[config.mk]
export PLATFORM = sky130hd
export DESIGN_NAME = nmea_rmc_time_clock_core
export DESIGN_NICKNAME = d
export VERILOG_FILES = /design/src/nrtc_pkg.sv /design/src/nmea_rmc_time_clock_core.sv /design/src/nrtc_hour.sv /design/src/nrtc_parse.sv /design/src/nrtc_disp.sv
export SDC_FILE = /design/constraint.sdc
export NUM_CORES = 1
export LEC_CHECK = 0
export BUFFER_PORTS_ARGS = -buffer_cell sky130_fd_sc_hd__buf_4
export CAP_MARGIN = 10
export CORE_ASPECT_RATIO = 1.5
export CORE_MARGIN = 2
export CORE_UTILIZATION = 57
export DETAILED_ROUTE_END_ITERATION = 8
export GPL_ROUTABILITY_DRIVEN = 0
export PLACE_DENSITY = 0.77
export SKIP_LAST_GASP = 1
export SLEW_MARGIN = 5
export SYNTH_ARGS = -nofsm -noshare
export SYNTH_HDL_FRONTEND = slang
export SYNTH_HIERARCHICAL = 1
export SYNTH_SLANG_ARGS = --single-unit
[constraint.sdc]
create_clock -name i_clk -period 16 [get_ports i_clk]
set_clock_uncertainty 0.2 [all_clocks]
set_input_delay 2.4 -clock i_clk [delete_from_list [all_inputs] [get_ports i_clk]]
set_output_delay 2.4 -clock i_clk [all_outputs]
set_load 0.005 [all_outputs]
[src/nrtc_pkg.sv]
// Shared types and constants of the NMEA RMC time clock.
// No dependencies; imported by the top level, nrtc_parse, nrtc_disp and the testbench.
`default_nettype none

package nrtc_pkg;

    localparam int CAPTURE_LIMIT = 16;
    localparam int FCW           = $clog2(CAPTURE_LIMIT + 1);

    localparam logic [7:0] CHAR_DOLLAR = 8'h24;
    localparam logic [7:0] CHAR_G      = 8'h47;
    localparam logic [7:0] CHAR_P      = 8'h50;
    localparam logic [7:0] CHAR_R      = 8'h52;
    localparam logic [7:0] CHAR_M      = 8'h4D;
    localparam logic [7:0] CHAR_C      = 8'h43;
    localparam logic [7:0] CHAR_COMMA  = 8'h2C;

    // Parser state codes: header positions, time capture, result emit.
    localparam logic [3:0] ST_IDLE     = 4'd0;
    localparam logic [3:0] ST_HDR_LAST = 4'd6;
    localparam logic [3:0] ST_CAPTURE  = 4'd7;
    localparam logic [3:0] ST_EMIT     = 4'd8;

    localparam logic [3:0] TZ_RESET = 4'd4;

    typedef struct packed {
        logic       hour_tens;
        logic [3:0] hour_ones;
        logic [3:0] minute_tens;
        logic [3:0] minute_ones;
    } t_digits;

    localparam t_digits DIGITS_RESET = '{1'b1, 4'd2, 4'd3, 4'd4};

    typedef struct packed {
        logic    emit;
        t_digits digits;
    } t_emit;

    function automatic logic [7:0] hdr_char(input logic [2:0] idx);
        logic [7:0] c;
        case (idx)
            3'd0:    c = CHAR_DOLLAR;
            3'd1:    c = CHAR_G;
            3'd2:    c = CHAR_P;
            3'd3:    c = CHAR_R;
            3'd4:    c = CHAR_M;
            3'd5:    c = CHAR_C;
            default: c = CHAR_COMMA;
        endcase
        return c;
    endfunction

endpackage

`default_nettype wire

[src/nmea_rmc_time_clock_core.sv]
// Top level of the NMEA RMC time clock: input register, timezone register, parser, display.
// Depends on nrtc_pkg, nrtc_parse, nrtc_hour and nrtc_disp.
`default_nettype none

// The block takes one received character per clock while o_stall is low and
// watches for a $GPRMC sentence; the word after the comma that closes the time
// field produces one result with the local 12-hour time digits, a change flag,
// a blink level and a leading-blank flag. Every other word produces no result.
// A word is held in the input register and its result, if any, appears from
// the result register; a new word can be taken every cycle unless stalled, as
// the result register alone sets that rate and only a stalled result that is
// still waiting holds off the next word.
// The timezone register resets to 4 and may be written whenever the port is idle.

module nmea_rmc_time_clock_core (
    input  wire logic       i_clk,
    input  wire logic       i_rst_n,
    input  wire logic       i_valid,
    output logic            o_stall,
    input  wire logic [7:0] i_rx_byte,
    input  wire logic       i_cfg_valid,
    output logic            o_cfg_ready,
    input  wire logic [3:0] i_cfg_data,
    output logic            o_valid,
    input  wire logic       i_stall,
    output logic            o_hour_tens,
    output logic [3:0]      o_hour_ones,
    output logic [3:0]      o_minute_tens,
    output logic [3:0]      o_minute_ones,
    output logic            o_changed,
    output logic            o_blink_level,
    output logic            o_blank_lead
);
    import nrtc_pkg::*;

    logic        r_in_valid;
    logic [7:0]  r_in_byte;
    logic [3:0]  r_tz;
    logic        adv;
    logic        proc;
    logic        accept;
    t_emit       emit;

    assign adv         = !o_valid || !i_stall;
    assign proc        = r_in_valid && adv;
    assign o_stall     = r_in_valid && !adv;
    assign accept      = i_valid && !o_stall;
    assign o_cfg_ready = 1'b1;

    always_ff @(posedge i_clk) begin
        if (!i_rst_n) begin
            r_in_valid <= 1'b0;
            r_tz       <= TZ_RESET;
        end else begin
            if (accept) begin
                r_in_valid <= 1'b1;
            end else if (proc) begin
                r_in_valid <= 1'b0;
            end
            if (i_cfg_valid && o_cfg_ready) begin
                r_tz <= i_cfg_data;
            end
        end
    end

    always_ff @(posedge i_clk) begin
        if (accept) begin
            r_in_byte <= i_rx_byte;
        end
    end

    nrtc_parse u_parse (
        .i_clk     (i_clk),
        .i_rst_n   (i_rst_n),
        .i_step_en (proc),
        .i_byte    (r_in_byte),
        .i_tz      (r_tz),
        .o_emit    (emit)
    );

    nrtc_disp u_disp (
        .i_clk         (i_clk),
        .i_rst_n       (i_rst_n),
        .i_proc        (proc),
        .i_adv         (adv),
        .i_emit        (emit),
        .o_valid       (o_valid),
        .o_hour_tens   (o_hour_tens),
        .o_hour_ones   (o_hour_ones),
        .o_minute_tens (o_minute_tens),
        .o_minute_ones (o_minute_ones),
        .o_changed     (o_changed),
        .o_blink_level (o_blink_level),
        .o_blank_lead  (o_blank_lead)
    );

endmodule

`default_nettype wire

[src/nrtc_hour.sv]
// Hour conversion: UTC hour nibbles to a 12-hour local hour split into digits.
// Depends on nothing but its ports.
`default_nettype none

module nrtc_hour (
    input  wire logic [3:0] i_tens_nib,
    input  wire logic [3:0] i_ones_nib,
    input  wire logic [3:0] i_tz,
    output logic            o_tens,
    output logic [3:0]      o_ones
);
    logic [7:0] hr;
    logic [7:0] hr12;
    logic [8:0] adj;
    logic [8:0] local_hr;
    logic [8:0] minus_ten;

    always_comb begin
        hr       = {1'b0, i_tens_nib, 3'b000} + {3'b000, i_tens_nib, 1'b0} + {4'b0000, i_ones_nib};
        hr12     = (hr > 8'd12) ? (hr - 8'd12) : hr;
        adj      = (hr12 <= {4'b0000, i_tz}) ? 9'd12 : 9'd0;
        // Bit 8 set means the subtraction went below zero, which counts as large.
        local_hr = {1'b0, hr12} + adj - {5'b00000, i_tz};
        minus_ten = local_hr - 9'd10;
        o_tens   = local_hr[8] || (local_hr[7:0] > 8'd9);
        o_ones   = o_tens ? minus_ten[3:0] : local_hr[3:0];
    end

endmodule

`default_nettype wire

[src/nrtc_parse.sv]
// Sentence parser: header matcher, time field capture and pending digits.
// Depends on nrtc_pkg and nrtc_hour.
`default_nettype none

module nrtc_parse (
    input  wire logic           i_clk,
    input  wire logic           i_rst_n,
    input  wire logic           i_step_en,
    input  wire logic [7:0]     i_byte,
    input  wire logic [3:0]     i_tz,
    output nrtc_pkg::t_emit     o_emit
);
    import nrtc_pkg::*;

    logic [3:0]       r_step,  n_step;
    logic [FCW-1:0]   r_count, n_count;
    logic [3:0][3:0]  r_nib,   n_nib;
    t_digits          r_pend,  n_pend;
    logic             hr_tens;
    logic [3:0]       hr_ones;

    nrtc_hour u_hour (
        .i_tens_nib (r_nib[0]),
        .i_ones_nib (r_nib[1]),
        .i_tz       (i_tz),
        .o_tens     (hr_tens),
        .o_ones     (hr_ones)
    );

    always_comb begin
        n_step  = r_step;
        n_count = r_count;
        n_nib   = r_nib;
        n_pend  = r_pend;
        unique case (r_step) inside
            [ST_IDLE:ST_HDR_LAST]: begin
                if (r_step == ST_HDR_LAST) begin
                    n_count = '0;
                end
                n_step = (i_byte == hdr_char(r_step[2:0])) ? (r_step + 4'd1) : ST_IDLE;
            end
            ST_CAPTURE: begin
                if (i_byte == CHAR_COMMA) begin
                    // A time field of seven bytes or fewer shows as all zeros.
                    if (r_count > FCW'(7)) begin
                        n_pend = '{hr_tens, hr_ones, r_nib[2], r_nib[3]};
                    end else begin
                        n_pend = '0;
                    end
                    n_count = '0;
                    n_step  = ST_EMIT;
                end else if (r_count < FCW'(CAPTURE_LIMIT)) begin
                    if (r_count < FCW'(4)) begin
                        n_nib[r_count[1:0]] = i_byte[3:0];
                    end
                    n_count = r_count + FCW'(1);
                end
            end
            default: begin
                n_step = ST_IDLE;
            end
        endcase
    end

    always_ff @(posedge i_clk) begin
        if (!i_rst_n) begin
            r_step  <= ST_IDLE;
            r_count <= '0;
            r_nib   <= '0;
            r_pend  <= DIGITS_RESET;
        end else if (i_step_en) begin
            r_step  <= n_step;
            r_count <= n_count;
            r_nib   <= n_nib;
            r_pend  <= n_pend;
        end
    end

    // The word after the closing comma, whatever it holds, yields the result.
    assign o_emit.emit   = (r_step > ST_CAPTURE);
    assign o_emit.digits = r_pend;

endmodule

`default_nettype wire

[src/nrtc_disp.sv]
// Display stage: shown digits, change detect, blink level and result register.
// Depends on nrtc_pkg.
`default_nettype none

module nrtc_disp (
    input  wire logic             i_clk,
    input  wire logic             i_rst_n,
    input  wire logic             i_proc,
    input  wire logic             i_adv,
    input  wire nrtc_pkg::t_emit  i_emit,
    output logic                  o_valid,
    output logic                  o_hour_tens,
    output logic [3:0]            o_hour_ones,
    output logic [3:0]            o_minute_tens,
    output logic [3:0]            o_minute_ones,
    output logic                  o_changed,
    output logic                  o_blink_level,
    output logic                  o_blank_lead
);
    import nrtc_pkg::*;

    logic     r_out_valid;
    logic     r_blink;
    t_digits  r_shown;
    t_digits  r_out_digits;
    logic     r_changed;
    logic     r_out_blink;
    logic     r_blank;
    logic     fire;
    logic     diff;
    t_digits  n_shown;

    always_comb begin
        fire    = i_proc && i_emit.emit;
        diff    = (i_emit.digits != r_shown);
        n_shown = diff ? i_emit.digits : r_shown;
    end

    always_ff @(posedge i_clk) begin
        if (!i_rst_n) begin
            r_out_valid <= 1'b0;
            r_blink     <= 1'b1;
            r_shown     <= DIGITS_RESET;
        end else begin
            if (i_adv) begin
                r_out_valid <= fire;
            end
            if (fire) begin
                r_blink <= ~r_blink;
                r_shown <= n_shown;
            end
        end
    end

    always_ff @(posedge i_clk) begin
        if (fire) begin
            r_out_digits <= n_shown;
            r_changed    <= diff;
            r_out_blink  <= r_blink;
            r_blank      <= diff && !n_shown.hour_tens;
        end
    end

    assign o_valid       = r_out_valid;
    assign o_hour_tens   = r_out_digits.hour_tens;
    assign o_hour_ones   = r_out_digits.hour_ones;
    assign o_minute_tens = r_out_digits.minute_tens;
    assign o_minute_ones = r_out_digits.minute_ones;
    assign o_changed     = r_changed;
    assign o_blink_level = r_out_blink;
    assign o_blank_lead  = r_blank;

endmodule

`default_nettype wire

==> summary.txt <==
Run status
  – Status: finished, final reports clean

Synthesis
  – Post-Syn Nets: ~570
  – Top cell type's share of synthesized area: 24.3%
  – Area contributors post-synth: dfxtp_1 24%, edfxtp_1 15%, ha_1 9.7%, nand2_1 5.6%, a21boi_0 4.2%
  – Average size of a mapped cell: between 9 and 10 µm²
  – Most frequent cells after synthesis: 71 x nand2_1, 58 x dfxtp_1, 37 x ha_1
  – Post-synth top flop: dfxtp_1
  – Sequential share of the synthesized area: 39.4%
  – Cell count after synthesis: 507
  – Synth area leader: dfxtp_1
  – Cell area after synthesis: around 0.0048 mm²
  – Most frequent cell after synthesis: nand2_1
  – Syn. warnings: 6
  – Post-synth EDFFs: 24
  – FF+latch count, synth: 82
  – FFs w/ async S/R, synth: 0%
  – Yosys cell types: 71

Min path
  – Worst Hold Class: reg -> reg

Floorplan
  – Cell Rows: 40
  – Core Footprint: 0.00806 mm²
  – Die width: 78.8 µm
  – Die height: 116 µm
  – # IOs: 36
  – Die area: 0.00915 mm²
  – Initial Util: 59.3%

Detailed routing
  – DRT Pass-1 Iters: 4
  – Total number of vias: 3444
  – Avg WL per Cell: around 14 µm
  – Final ANT Viol Nets: 0
  – Total Routed Length: 9.05 mm
  – 1st-iter DRT viols: 143
  – Vias per std cell: 5.46
  – DRC: 0

Critical path
  – Worst Path Max Fanout: 4
  – Worst setup EP type: register
  – CP Data Required Time: approximately 16 ns
  – Crit path arrival time: 6.64 ns
  – Crit start category: register
  – Critical register-to-register path endpoint: u_parse/o_emit[11]
  – Reg2reg path depth: 27
  – RR Startpoint: u_parse/r_nib[0]
  – CP Launch Point: u_parse/r_nib[0]
  – Crit path kind: reg -> reg
  – Register-to-Register Setup Slack: between 9 and 10 ns
  – Critical Path Sink: u_parse/o_emit[11]

Clocking
  – CTS Sinks: 82
  – Setup bufs post-CTS: 0
  – Hold_buf cts: 0
  – Clk buf depth: 2
  – Clock root cell: clkbuf_16
  – CTS tree: yes
  – Reg clk slew, reported paths: about 0.06 ns
  – Clk_lat worst skew: 0.33 ns
  – H-tree levels: 3
  – TritonCTS buffer count: 9
  – Post-cts sizing count: 0

Run
  – Max-cap viol count: 0

Timing
  – Total negative slack: 0 ns
  – Fmax: 151 MHz
  – Fin crit period: 6.62 ns
  – Worst Tran Pin Value: 1.11 ns
  – Final Hold Fails: 0
  – Slew margin rel.: 25.6%
  – Final period utilization: 41.4%
  – RSZ-0062 raised after global routing: false
  – Slew Limit Fails: 0
  – # setup viols final: 0

Global routing
  – Total global routing overflow: 0
  – Vias in the first global route: 3434
  – Initial antenna violation count: 0
  – Global Route Usage Sum: 21.2%
  – Largest net degree at the start of global routing: 61
  – First-pass GRT wire length: 15.2 mm

Final layout
  – Fin nets: a little under 600
  – Area Growth Syn to Fin: 10.8%
  – Share of cells above drive strength 1: a little over an eighth
  – Antenna Cells: 0

Place
  – Number of port buffers: 34
  – HPWL Detailed: 6.67 mm

Pwr
  – Peak supply drop: 0.0000844 V
  – P_leak: about 0.0022 µW
  – P per Cell Area: 84.3 mW/mm²
  – Power, Total: 446 µW
==> layer usage <==
metal  wire length (µm)  track usage (%)
met1               3600             22.3
met2               5060             40.1
met3                202             4.25
met4                178             9.71
met5                  0                0
==> stage by stage <==
step	instances	area [µm²]	hold slack [ns]	setup WS [ns]	utilization, %
2_1_floorplan	507	4780	0.229	9.81	-
6_report	631	5290	0.255	9.38	65.7
5_1_grt	631	5290	0.271	8.94	65.7
4_1_cts	631	5290	0.256	9.38	65.7
3_5_place_dp	615	5020	0.240	9.39	62.3
3_3_place_gp	615	5020	0.237	9.63	62.3
==> cell usage in the layout (no fill, tap or decap), types with 2 or more instances in the layout <==
cell type  synthesis  final
a211oi_2           1      2
a21boi_0          27     27
a21boi_1           3      3
a21o_1             2      2
a21oi_1           12     12
a21oi_2            2      2
a22oi_1            9      9
a31oi_1            2      2
and2_1             2      2
and3b_1            2      2
buf_4              2     34
clkbuf_16          0      9
clkinv_4           0      2
dfxtp_1           58     58
edfxtp_1          24     24
fa_1               5      5
ha_1              37     37
inv_1             35     35
inv_2              3      3
inv_6              1      4
mux2i_1            8      8
nand2_1           71     71
nand2b_1           8      8
nand3_1           35     35
nand3b_1           2      2
nand4_1            8      8
nor2_1            10     10
nor2b_1           19     19
nor3_1             4      4
nor3b_1            3      3
nor4b_4            2      2
o21a_1             6      6
o21ai_0            9      9
o21bai_1           2      2
or3_1              3      3
xnor2_1           21     21
xor2_1             8      8
==> state kept, by name, summed over array words and instances (netlist names) <==
| register | flops |
|---|---|
| u_parse/r_nib | 16 |
| u_disp/r_shown | 13 |
| u_parse/o_emit | 13 |
| r_in_byte | 8 |
| u_parse/r_count | 5 |
| r_tz | 4 |
| u_disp/o_hour_ones | 4 |
| u_disp/o_minute_ones | 4 |
| u_disp/o_minute_tens | 4 |
| u_parse/r_step | 4 |
| r_in_valid | 1 |
| u_disp/o_blank_lead | 1 |
| u_disp/o_blink_level | 1 |
| u_disp/o_changed | 1 |
| u_disp/o_hour_tens | 1 |
| u_disp/o_valid | 1 |
| u_disp/r_blink | 1 |
==> worst min path at each step <==
stage,start,endpoint,slack (ns),depth (start not counted)
after global placement,u_disp/r_blink,u_disp/o_blink_level,0.24,0
after detailed placement,u_disp/r_blink,u_disp/o_blink_level,0.24,0
final,u_disp/r_blink,u_disp/o_blink_level,0.26,0
after CTS,u_disp/r_blink,u_disp/o_blink_level,0.26,0
after floorplan,u_disp/r_blink,u_disp/o_blink_level,0.23,0
after global routing,u_disp/r_blink,u_disp/o_blink_level,0.27,0
==> worst max-delay path, stage by stage, from the launching register on <==
cell and delay, ns:
dfxtp_1 0.35, inv_1 0.07, fa_1 0.53, fa_1 0.55, inv_1 0.06, ha_1 0.23, o21ai_1 0.10, nand2b_1 0.10
nor4_2 0.43, mux2_2 0.40, ha_1 0.30, o21a_1 0.11, o21ai_0 0.13, nand2_1 0.06, o21ai_0 0.08, nand2_1 0.13
fa_1 0.54, inv_1 0.06, ha_1 0.26, a21oi_1 0.19, nor3_1 0.10, or3_1 0.31, a221o_1 0.38, nor4b_4 0.29
a31oi_1 0.13, xor2_1 0.15, a22oi_1 0.17, nor2b_1 0.06
==> report_power, final <==
part           internal [µW]  switching [µW]
clock                    107            83.9
sequential               216            3.11
combinational           17.6            18.7
total                    341             106
==> cells by family after synthesis <==
logic type	after synthesis	share of synthesized area (%)
muxes	9	1.91
buffers and inverters	70	6.41
xor gates and xnor gates	29	5.31
and+or+nand+nor	184	21.0
AOI/OAI and AO/OA	90	14.1
adders and majority gates	42	11.8
DFF	82	39.4
other	1	0.0785
==> final cells by class <==
type | instances | area, µm²
fill | 686 | 2760
multi-input combinational | 355 | 2600
sequential | 82 | 1880
timing repair buffer | 34 | 255
clock buffer | 10 | 229
inverter | 39 | 151
tap | 105 | 131
clock inverter | 6 | 48.8
Note: power is estimated with default switching activity, not from simulation.
